### src/rtl/fifo_and_priority_dual_server_top_macros.svh
// Assertion macros for the dual-policy request queue.
`ifndef FIFO_AND_PRIORITY_DUAL_SERVER_TOP_MACROS_SVH
`define FIFO_AND_PRIORITY_DUAL_SERVER_TOP_MACROS_SVH

// Same-cycle implication, checked outside reset.
`define FPDS_ASSERT_NOW(lbl, ante, cons, msg) \
	lbl: assert property (@(posedge clk) disable iff (!arst_n) (ante) |-> (cons)) \
		else $error(msg);

// Next-cycle implication, checked outside reset.
`define FPDS_ASSERT_NEXT(lbl, ante, cons, msg) \
	lbl: assert property (@(posedge clk) disable iff (!arst_n) (ante) |=> (cons)) \
		else $error(msg);

`endif

### src/rtl/fpds_pkg.sv
// Package with shared constants, codes and control structs of the request queue.
`timescale 1ns / 1ps
package fpds_pkg;
	localparam int CAPACITY = 1024;
	localparam int ID_W = 11;
	localparam int ADDR_W = 10;
	localparam int VIN_W = 20;

	localparam logic [1:0] KIND_ARRIVE = 2'd0;
	localparam logic [1:0] KIND_OLDEST = 2'd1;
	localparam logic [1:0] KIND_HIGHEST = 2'd2;

	localparam logic [1:0] ST_SERVED = 2'd0;
	localparam logic [1:0] ST_EMPTY = 2'd1;
	localparam logic [1:0] ST_FULL = 2'd2;

	typedef struct packed {
		logic arr_commit;
		logic up_rd;
		logic up_move;
		logic up_place;
		logic fifo_pop;
		logic hpop_rd;
		logic h_take;
		logic dn_move;
		logic dn_place;
		logic mark_set;
	} cmd_t;

	typedef struct packed {
		logic full;
		logic fifo_empty;
		logic heap_empty;
		logic up_root;
		logic up_go;
		logic dn_end;
		logic dn_go;
		logic marked;
	} stat_t;
endpackage

### src/rtl/fpds_ctrl.sv
// Controller state machine of the request queue.
`timescale 1ns / 1ps
module fpds_ctrl (
	input  logic clk,
	input  logic arst_n,
	input  logic start,
	input  logic [1:0] kind,
	input  fpds_pkg::stat_t stat,
	output fpds_pkg::cmd_t cmd,
	output logic busy,
	output logic done,
	output logic [1:0] status
);
	typedef enum logic [3:0] {
		S_IDLE, S_UP_RD, S_UP_CMP, S_F_POP, S_H_POP, S_H_TAKE,
		S_DN_RD, S_DN_CMP, S_MARK_RD, S_MARK
	} state_t;

	state_t state_q, state_d;
	logic [1:0] kind_q;
	logic done_d;
	logic [1:0] status_d;
	logic done_q;
	logic [1:0] status_q;

	always_comb begin
		cmd = '0;
		state_d = state_q;
		done_d = 1'b0;
		status_d = fpds_pkg::ST_SERVED;
		unique case (state_q)
			S_IDLE: begin
				if (start) begin
					case (kind)
						fpds_pkg::KIND_ARRIVE: begin
							if (stat.full) begin
								done_d = 1'b1;
								status_d = fpds_pkg::ST_FULL;
							end else begin
								cmd.arr_commit = 1'b1;
								state_d = S_UP_RD;
							end
						end
						fpds_pkg::KIND_OLDEST: state_d = S_F_POP;
						fpds_pkg::KIND_HIGHEST: state_d = S_H_POP;
						default: state_d = S_IDLE;
					endcase
				end
			end
			S_UP_RD: begin
				if (stat.up_root) begin
					cmd.up_place = 1'b1;
					state_d = S_IDLE;
				end else begin
					cmd.up_rd = 1'b1;
					state_d = S_UP_CMP;
				end
			end
			S_UP_CMP: begin
				if (stat.up_go) begin
					cmd.up_move = 1'b1;
					state_d = S_UP_RD;
				end else begin
					cmd.up_place = 1'b1;
					state_d = S_IDLE;
				end
			end
			S_F_POP: begin
				if (stat.fifo_empty) begin
					done_d = 1'b1;
					status_d = fpds_pkg::ST_EMPTY;
					state_d = S_IDLE;
				end else begin
					cmd.fifo_pop = 1'b1;
					state_d = S_MARK_RD;
				end
			end
			S_H_POP: begin
				if (stat.heap_empty) begin
					done_d = 1'b1;
					status_d = fpds_pkg::ST_EMPTY;
					state_d = S_IDLE;
				end else begin
					cmd.hpop_rd = 1'b1;
					state_d = S_H_TAKE;
				end
			end
			S_H_TAKE: begin
				cmd.h_take = 1'b1;
				state_d = stat.heap_empty ? S_MARK_RD : S_DN_RD;
			end
			S_DN_RD: begin
				if (stat.dn_end) begin
					cmd.dn_place = 1'b1;
					state_d = S_MARK_RD;
				end else begin
					state_d = S_DN_CMP;
				end
			end
			S_DN_CMP: begin
				if (stat.dn_go) begin
					cmd.dn_move = 1'b1;
					state_d = S_DN_RD;
				end else begin
					cmd.dn_place = 1'b1;
					state_d = S_MARK_RD;
				end
			end
			S_MARK_RD: state_d = S_MARK;
			S_MARK: begin
				if (stat.marked) begin
					state_d = (kind_q == fpds_pkg::KIND_OLDEST) ? S_F_POP : S_H_POP;
				end else begin
					cmd.mark_set = 1'b1;
					done_d = 1'b1;
					status_d = fpds_pkg::ST_SERVED;
					state_d = S_IDLE;
				end
			end
			default: state_d = S_IDLE;
		endcase
	end

	always_ff @(posedge clk or negedge arst_n) begin
		if (!arst_n) begin
			state_q <= S_IDLE;
			kind_q <= fpds_pkg::KIND_ARRIVE;
			done_q <= 1'b0;
			status_q <= fpds_pkg::ST_SERVED;
		end else begin
			state_q <= state_d;
			if (state_q == S_IDLE && start) begin
				kind_q <= kind;
			end
			done_q <= done_d;
			status_q <= status_d;
		end
	end

	assign busy = state_q != S_IDLE;
	assign done = done_q;
	assign status = status_q;
endmodule

### config.mk
export PLATFORM = sky130hd
export DESIGN_NAME = fpds_ctrl
export DESIGN_NICKNAME = d
export VERILOG_FILES = /design/src/rtl/fifo_and_priority_dual_server_top_macros.svh /design/src/rtl/fpds_pkg.sv /design/src/rtl/fpds_ctrl.sv
export SDC_FILE = /design/constraint.sdc
export NUM_CORES = 1
export LEC_CHECK = 0
export BUFFER_PORTS_ARGS = -buffer_cell sky130_fd_sc_hd__clkbuf_2
export CORE_MARGIN = 5
export CORE_UTILIZATION = 41
export DETAILED_ROUTE_END_ITERATION = 10
export MAX_ROUTING_LAYER = met4
export PLACE_DENSITY = 0.69
export SKIP_CTS_REPAIR_TIMING = 1
export SLEW_MARGIN = 20
export SYNTH_ARGS = -nofsm -noshare
export SYNTH_HDL_FRONTEND = slang
export SYNTH_SLANG_ARGS = --single-unit
export TNS_END_PERCENT = 30
### constraint.sdc
create_clock -name clk -period 1.5 [get_ports clk]
set_clock_uncertainty 0.15 [all_clocks]
set_input_delay 0.15 -clock clk [delete_from_list [all_inputs] [get_ports clk]]
set_output_delay 0.15 -clock clk [all_outputs]
set_load 0.03 [all_outputs]
==> metrics.csv, run 1 <==
metric,value,unit
outcome,finished with violations,
failing checks,negative setup slack,
# rows,14,
CP max-delay cell,dfrtp_1,
setup_tns,-2.064,ns
Switch Pwr,920.0,uW
Synth cell types,31,
drc violations,0,
CP endpoint,cmd[9],
clk slew on worst S/H paths,0.06,ns
I/O Buffers,26,
syn_area_per_cell,8.693,um^2
Worst R2R Path Depth,6,
"Seq/Total Area, Yosys",34.09,%
critical path class,reg -> out,
Worst R2R Start,state_q[3]$_DFFE_PN0P_,
placed cell count,125,
worst path bufs/invs,1,
Synth Area in Adders,0,%
Routed Antenna Nets,0,
crit-path max FO,4,
Crit. End Element,output pin,
met3 usage,2.071,%
die width,50.14,um
global-route wire length before repair,2918,um
RSZ-0062 raised after global routing,true,
number of diodes,0,
fin worst setup slack,-0.2656,ns
drt wl/cell,13.41,um
number of synthesized register bits,9,
"delay-heaviest family, CP",simple AND/OR/NAND/NOR gates,
# setup viols final,15,
leakage,0.4982,nW
fin cells,131,
CTS Buf Count,3,
Final nets,129,
via count,696,
drt via density,5.313,
Hold Crit Class,in -> reg,
Synth Area in Simple Gates,38.45,%
Critical Path Stages,5,
final WL,1757,um
post-synthesis mux area share,6.061,%
pre-CTS WS,-0.08172,ns
clock share of power,8.6,%
met2 Usage GRT,25.10,%
Comb power frac,71.1,%
Worst Setup Start Kind,flop,
Layout Area Growth over Synthesis,57.58,%
Pins Over Slew Limit,0,
TritonCTS clock tree,done,
router iterations before antenna repair,4,
Compound-Gate Fraction of Synth Area,15.15,%
vias in the first global route,644,
fill count,119,
"area leader, netlist",dfrtp_1,
Worst Path Arrival,1.47,ns
Die Y,50.14,um
share of layout cells above drive strength 1,49.57,%
Power Dens Cells,1947,nW/um^2
multi-input combinational cell area,471.7,um^2
P_int,1.106,mW
Syn Inst Count,76,
max cap viols,0,
Least-Margin Pin Slew,0.2463,ns
clock sink count,9,
GRT Util Overall,15.10,%
Die Area,2514,um^2
routability cong.,0.8573,
post-route minimum period,1.766,ns
CP Data Required Time,1.20,ns
Final HPWL DP,1416,um
largest family of logic cells by synthesized area,simple AND/OR/NAND/NOR gates,
crit-path max cell delay,0.38,ns
global-route met1 utilization,18.57,%
clk buf depth,2,
most frequent cells in the layout,"15 x clkbuf_2, 15 x buf_4, 8 x dfrtp_1, 7 x buf_6",
Tcrit/Tclk final,117.7,%
I/O pins,27,
pin count of the biggest net entering global routing,13,
Post-Syn Area,660.6,um^2
initial core utilization,43.35,%
Worst VDD drop,0.001271,V
sw frac,45.40,%
yosys warns,0,
top cell type's share of synthesized area,34.09,%
XOR/XNOR share of the synthesized area,0,%
r2r setup slk,-0.10,ns
Fin Hold WS,0.07095,ns
synth top area cells,"dfrtp_1 34%, nor2b_1 6.6%, mux2_4 4.5%",
initial antenna violation count,0,
post-synth net total,89,
Root Driver,clkbuf_4,
Critical path origin,state_q[3]$_DFFE_PN0P_,
DRT iter0 DRCs,7,
register area,226.5,um^2
Slew HR,83.46,%
grt peak-use layer,met2,
Power Total,2.026,mW
Flop pwr share,20.3,%
fmax,566.4,MHz
CP cell instances,"or2_4, nor3_4, nand2_4, nor4_4, buf_6",
H-tree levels,1,
RR Endpoint,state_q[2]$_DFFE_PN0P_,
gr ovfl total,0,
worst skew pair latency,0.25,ns
Final Hold Fails,0,
Core ar.,1524,um^2
[kinds of logic after synthesis]
kind of cell | count (synthesis)
AND/OR/NAND/NOR | 42
AO/OA/AOI/OAI | 14
flip-flops | 9
buffers and inverters | 8
multiplexers | 3
[sequential cells by signal, indices dropped and copies added, names as in the netlist]
name and flops:
kind_q 2, done 1, state_q 4, status 2
[worst min path at each step]
stage	start	to	slack (ns)	cells past startpoint
final	kind[1]	status[1]$_DFF_PN0_	0.07	3
after global routing	kind[1]	status[1]$_DFF_PN0_	0.08	3
after CTS	arst_n	status[1]$_DFF_PN0_	-0.41	1
after detailed placement	arst_n	status[1]$_DFF_PN0_	-0.14	1
after global placement	arst_n	status[0]$_DFF_PN0_	-0.14	1
after floorplan	arst_n	done$_DFF_PN0_	-0.30	0
[per-stage QoR]
stage               area (um^2)  utilization (%)
floorplan                 705.7                -
global placement          912.1            59.85
detailed placement        912.1            59.85
CTS                       938.4            61.58
global route               1041            68.31
finish                     1041            68.31
[power groups by stage]
stage	clock network [mW]	registers [mW]	logic, mW
6_report	0.175	0.412	1.44
3_3_place_gp	0	0.396	1.27
5_1_grt	0.201	0.420	1.55
3_5_place_dp	0	0.401	1.29
2_1_floorplan	0	0.441	0.850
4_1_cts	0.181	0.400	1.29
[worst min-delay path, stage by stage]
cell and delay, ns:
clkbuf_2 0.11, or3b_2 0.12, nor2_1 0.05
[cells in the mapped netlist (all sizes together)]
master	instances
nor2b	7
nand2	6
a31oi	4
nor2	6
a21oi	4
dfrtp	9
and4bb	1
o32a	1
a311o	1
nand2b	3
o31a	1
mux2	2
mux2i	1
nor3b	2
nand4b	1
nor4	2
a22o	1
buf	4
nor3	4
or3	2
or3b	1
inv	4
o211a	1
nand3b	2
nand3	3
o21bai	1
or2	2
[per-layer routing]
metal | wire [um] | up-vias
li1 | - | 353
met5 | 0 | -
met4 | 12 | 0
met3 | 32 | 2
met1 | 830 | 330
met2 | 881 | 11
[final cells by class]
class / instances / share of cell area, %
sequential: 9 / 21.75
multi-input combinational: 59 / 45.31
inverter: 4 / 1.442
tap: 16 / 1.923
clock buffer: 4 / 2.524
timing repair buffer: 39 / 27.04
(Power assumes the default switching activity.)
==> run 2, diff against run 1 <==
Settings changed: ABC_AREA set to 1, CAP_MARGIN set to 20, PLACE_DENSITY 0.69 to 0.7.
==> metrics.csv, run 2 <==
metric,value,unit
outcome,finished with violations,
failing checks,negative setup slack,
Root Driver,clkbuf_4,
Worst Path Arrival,1.40,ns
placed cell count,142,
crit-path max cell delay,0.41,ns
RSZ-0062 raised after global routing,true,
RR Endpoint,state_q[0]$_DFFE_PN0P_,
Worst R2R Start,state_q[2]$_DFFE_PN0P_,
clk slew on worst S/H paths,0.06,ns
CTS Buf Count,3,
# rows,14,
fin area,1008,um^2
gr ovfl total,0,
post-route minimum period,1.695,ns
clk buf depth,2,
# setup viols final,11,
pre-CTS WS,-0.005504,ns
die width,49.80,um
Hold Path Sink,status[0]$_DFF_PN0_,
Most common cell on crit path,buf_4,
routability cong.,0.7752,
Die Area,2480,um^2
Final Hold Fails,0,
fin cells,157,
number of synthesized register bits,9,
number of synthesized flops with an enable pin,0,
Critical Path Stages,5,
CP Data Required Time,1.20,ns
r2r setup slk,0.05,ns
H-tree levels,1,
Final nets,155,
Largest Register,state_q,
Hold Crit Class,in -> reg,
number of diodes,0,
post-synth net total,112,
DRT iter0 DRCs,17,
Post-Syn Area,649.4,um^2
Power Dens Cells,1639,nW/um^2
Worst Setup Start Kind,flop,
CP cell instances,"nor2_4, buf_4, nand2_1, o21ai_1, buf_4",
drt via density,4.904,
initial core utilization,43.11,%
share of layout cells above drive strength 1,43.97,%
syn_area_per_cell,6.559,um^2
Syn Inst Count,99,
"Seq/Total Area, Yosys",34.68,%
synth top area cells,"dfrtp_1 35%, nand2_1 14%, inv_1 12%",
hold_sp,stat[6],
yosys warns,0,
"area leader, netlist",dfrtp_1,
global-route wire length before repair,2635,um
drt wl/cell,11.57,um
Power Total,1.653,mW
router iterations before antenna repair,4,
Least-Margin Pin Slew,0.2237,ns
GRT Util Overall,13.80,%
fmax,589.9,MHz
initial antenna violation count,0,
critical path class,reg -> out,
fin worst setup slack,-0.1952,ns
I/O pins,27,
Slew HR,84.97,%
CP max-delay cell,dfrtp_1,
Commonest cells post-synth,"25 x nand2_1, 20 x inv_1, 14 x nand3_1, 12 x nor2_1, 9 x dfrtp_1",
Die Y,49.80,um
"delay-heaviest family, CP",flip-flops,
clock sink count,9,
via count,770,
Layout Area Growth over Synthesis,55.30,%
Final HPWL DP,1320,um
max FFs per register,4,
max cap viols,0,
final WL,1816,um
top-count cell post-synth,nand2_1,
Worst Hold Path Cells,3,
top cell type's share of synthesized area,34.68,%
Tcrit/Tclk final,113.0,%
worst path bufs/invs,2,
worst skew pair latency,0.27,ns
Pins Over Slew Limit,0,
I/O Buffers,26,
Worst R2R Path Depth,7,
TritonCTS clock tree,done,
Crit. End Element,output pin,
drc violations,0,
Worst VDD drop,0.001131,V
vias in the first global route,642,
Synth cell types,16,
most frequent cells in the layout,"22 x nand2_1, 15 x inv_1, 15 x clkbuf_2, 13 x nand3_1, 13 x buf_4",
leakage,0.5931,nW
async set-reset flop share out of synthesis,100.0,%
Main synth FF type,dfrtp_1,
Routed Antenna Nets,0,
pin count of the biggest net entering global routing,10,
crit-path max FO,8,
Core ar.,1506,um^2
"most common cell after layout, fill and taps aside",nand2_1,
placed instance area,815.8,um^2
-- run 2: changes by cell type in the layout (fill, tap and decap cells not counted), moves of 4 or more --
cell and change:
a31oi_1 -4, nor2_1 +5, nor2b_1 -6, nand3_1 +10, inv_2 +4, inv_1 +11
nand2_1 +17
-- run 2: worst max-delay path by stage --
stage / from / to / slack (ns)
2_1_floorplan: state_q[1]$_DFFE_PN0P_ / cmd[9] / -0.06
3_3_place_gp: state_q[3]$_DFFE_PN0P_ / cmd[9] / 0.05
3_5_place_dp: state_q[3]$_DFFE_PN0P_ / cmd[9] / -0.006
4_1_cts: state_q[3]$_DFFE_PN0P_ / cmd[9] / -0.30
5_1_grt: state_q[2]$_DFFE_PN0P_ / cmd[2] / -0.29
6_report: state_q[2]$_DFFE_PN0P_ / cmd[6] / -0.20
-- run 2: stage by stage --
stage          hold WS [ns]  utilization (%)    TNS, ns
3_3_place_gp        -0.1330            54.15          0
5_1_grt             0.04839            66.94     -2.548
2_1_floorplan       -0.2956                -   -0.07814
6_report            0.03245            66.94     -1.498
4_1_cts             -0.4143            55.90     -1.949
3_5_place_dp        -0.1308            54.15  -0.005504
-- run 2: kinds of logic (layout without fill, tap and decap cells) --
family | count (synthesis) | count (layout) | share of synthesized area [%]
AND/OR/NAND/NOR | 58 | 58 | 42.97
flip-flops | 9 | 9 | 34.68
buffers and inverters | 22 | 64 | 13.87
AO/OA/AOI/OAI | 10 | 10 | 8.479
-- run 2: area by class of cell --
cell class              count  area, um^2
repair buffers             39       277.8
well taps                  16       20.02
flip-flops and latches      9       229.0
clock buffers               4       26.28
multi-input cells          68       374.1
inverters                  21       81.33
fillers                   131       498.0
-- run 2: metal layers --
metal	vias up	wire, um	global-route usage [%]
li1	394	-	-
met3	2	114	6.024
met5	-	0	-
met1	350	719	15.74
met4	0	12	1.747
met2	24	971	22.88
-- run 2: worst reg2reg max path, delay by kind of cell, from the launching register on --
family                 cells  cell delay [ns]
and+or+nand+nor            4             0.43
AOI/OAI and AO/OA          1             0.12
buffers and inverters      2             0.25
DFF                        1             0.41
-- run 2: report_power, final --
| group | switching (mW) | total (mW) | internal, mW |
|---|---|---|---|
| clock | 0.0883 | 0.191 | 0.103 |
| combinational | 0.626 | 1.06 | 0.436 |
| sequential | 0.0738 | 0.400 | 0.326 |
==> run 3, diff against run 2 <==
--- a/config.mk
+++ b/config.mk
@@ -7,5 +7,5 @@
 export LEC_CHECK = 0
 export ABC_AREA = 1
-export BUFFER_PORTS_ARGS = -buffer_cell sky130_fd_sc_hd__clkbuf_2
+export BUFFER_PORTS_ARGS = -buffer_cell sky130_fd_sc_hd__buf_2
 export CAP_MARGIN = 20
 export CORE_MARGIN = 5
==> constraint.sdc (replaced) <==
create_clock -name clk -period 1.5 [get_ports clk]
set_clock_uncertainty 0.15 [all_clocks]
set_input_delay 0.225 -clock clk [delete_from_list [all_inputs] [get_ports clk]]
set_output_delay 0.225 -clock clk [all_outputs]
set_load 0.03 [all_outputs]
==> metrics.csv, run 3 (synthesis results as in run 2) <==
metric,value,unit
outcome,finished with violations,
failing checks,negative setup slack,
# setup viols final,11,
leakage,0.5763,nW
Worst R2R Path Depth,7,
clock sink count,9,
Hold Crit Class,in -> reg,
Die Area,2480,um^2
crit-path max FO,8,
fill count,145,
fmax,577.5,MHz
share of layout cells above drive strength 1,38.24,%
RR Endpoint,done$_DFF_PN0_,
die width,49.80,um
Power Dens Cells,1646,nW/um^2
Power Total,1.574,mW
Fin Hold WS,0.04983,ns
Layout Area Growth over Synthesis,47.21,%
multi-input combinational cell area,372.9,um^2
Crit. End Element,output pin,
final WL,1746,um
Worst Setup Start Kind,flop,
vias in the first global route,646,
# rows,14,
Least-Margin Pin Slew,0.2314,ns
"delay-heaviest family, CP",flip-flops,
most frequent cells in the layout,"24 x nand2_1, 18 x inv_1, 17 x buf_2, 14 x nand3_1, 11 x nor2_1",
max cap viols,0,
CP Data Required Time,1.12,ns
Pins Over Slew Limit,0,
Slew HR,84.54,%
Largest Register,state_q,
CP max-delay cell,dfrtp_2,
I/O pins,27,
clock share of power,11.8,%
routability cong.,0.8914,
clk slew on worst S/H paths,0.06,ns
Worst Path Arrival,1.36,ns
register area,227.7,um^2
Routed Antenna Nets,0,
H-tree levels,1,
initial core utilization,43.11,%
Worst R2R Start,state_q[3]$_DFFE_PN0P_,
via count,759,
drt wl/cell,11.49,um
clk buf depth,2,
Worst VDD drop,0.0009389,V
fin worst setup slack,-0.2316,ns
RSZ-0062 raised after global routing,true,
global-route wire length before repair,2725,um
P_int,806.8,uW
gr ovfl total,0,
CP endpoint,busy,
Die Y,49.80,um
crit-path max cell delay,0.44,ns
number of diodes,0,
initial antenna violation count,0,
"most common cell after layout, fill and taps aside",nand2_1,
Root Driver,clkbuf_4,
Final HPWL DP,1371,um
I/O Buffers,26,
placed instance area,833.3,um^2
pre-CTS WS,-0.02765,ns
worst path bufs/invs,2,
sw frac,48.74,%
fin area,955.9,um^2
placed cell count,144,
worst skew pair latency,0.26,ns
Final nets,150,
router iterations before antenna repair,5,
r2r setup slk,0.02,ns
GRT Util Overall,14.42,%
Flop pwr share,25.6,%
drt via density,4.993,
max FFs per register,4,
fin cells,152,
Critical path origin,state_q[3]$_DFFE_PN0P_,
Switch Pwr,767.1,uW
Final Hold Fails,0,
CTS Buf Count,3,
critical path class,reg -> out,
CP cell instances,"nor2_4, buf_4, nand2_1, buf_2",
post-route minimum period,1.732,ns
Comb power frac,62.6,%
Critical Path Stages,4,
TritonCTS clock tree,done,
drc violations,0,
pin count of the biggest net entering global routing,10,
DRT iter0 DRCs,13,
Core ar.,1506,um^2
Tcrit/Tclk final,115.4,%
[run 3: final cells by class]
cell class | instances | area share [%]
multi-input combinational | 68 | 39.01
sequential | 9 | 23.82
timing repair buffer | 34 | 24.08
clock buffer | 4 | 2.749
inverter | 21 | 8.246
tap | 16 | 2.094
[run 3: through the flow]
stage | utilization (%) | TNS [ns]
global route | 63.46 | -3.354
global placement | 55.32 | 0
CTS | 57.06 | -2.638
finish | 63.46 | -1.979
detailed placement | 55.32 | -0.06377
floorplan | - | -0.2936
[run 3: worst register-to-register path: stages (launching register included)]
cell,delay [ns]
dfrtp_2,0.44
nor2_4,0.21
nand3_4,0.11
buf_4,0.16
or2_0,0.20
clkinv_1,0.06
nor2_1,0.03
nand2_1,0.05
[run 3: how the worst min path moves through the flow]
| stage | from | endpoint | depth (start not counted) |
|---|---|---|---|
| 6_report | stat[5] | state_q[3]$_DFFE_PN0P_ | 3 |
| 4_1_cts | arst_n | kind_q[1]$_DFFE_PN0P_ | 1 |
| 5_1_grt | stat[5] | state_q[3]$_DFFE_PN0P_ | 3 |
| 3_3_place_gp | arst_n | kind_q[1]$_DFFE_PN0P_ | 1 |
| 3_5_place_dp | arst_n | kind_q[1]$_DFFE_PN0P_ | 1 |
| 2_1_floorplan | arst_n | done$_DFF_PN0_ | 0 |
[run 3: power by group through the flow]
stage	sequential, mW	clock [mW]	combinational [mW]
after floorplan	0.410	0	0.582
after global placement	0.390	0	0.835
after detailed placement	0.397	0	0.847
after CTS	0.393	0.187	0.853
after global routing	0.414	0.201	1.09
final	0.403	0.185	0.986
[run 3: routing by layer]
layer / vias up / global-route usage (%) / wire length, um
li1: 382 / - / -
met1: 350 / 17.19 / 717
met2: 25 / 22.67 / 904
met3: 2 / 3.916 / 106
met4: 0 / 6.114 / 19
met5: - / - / 0
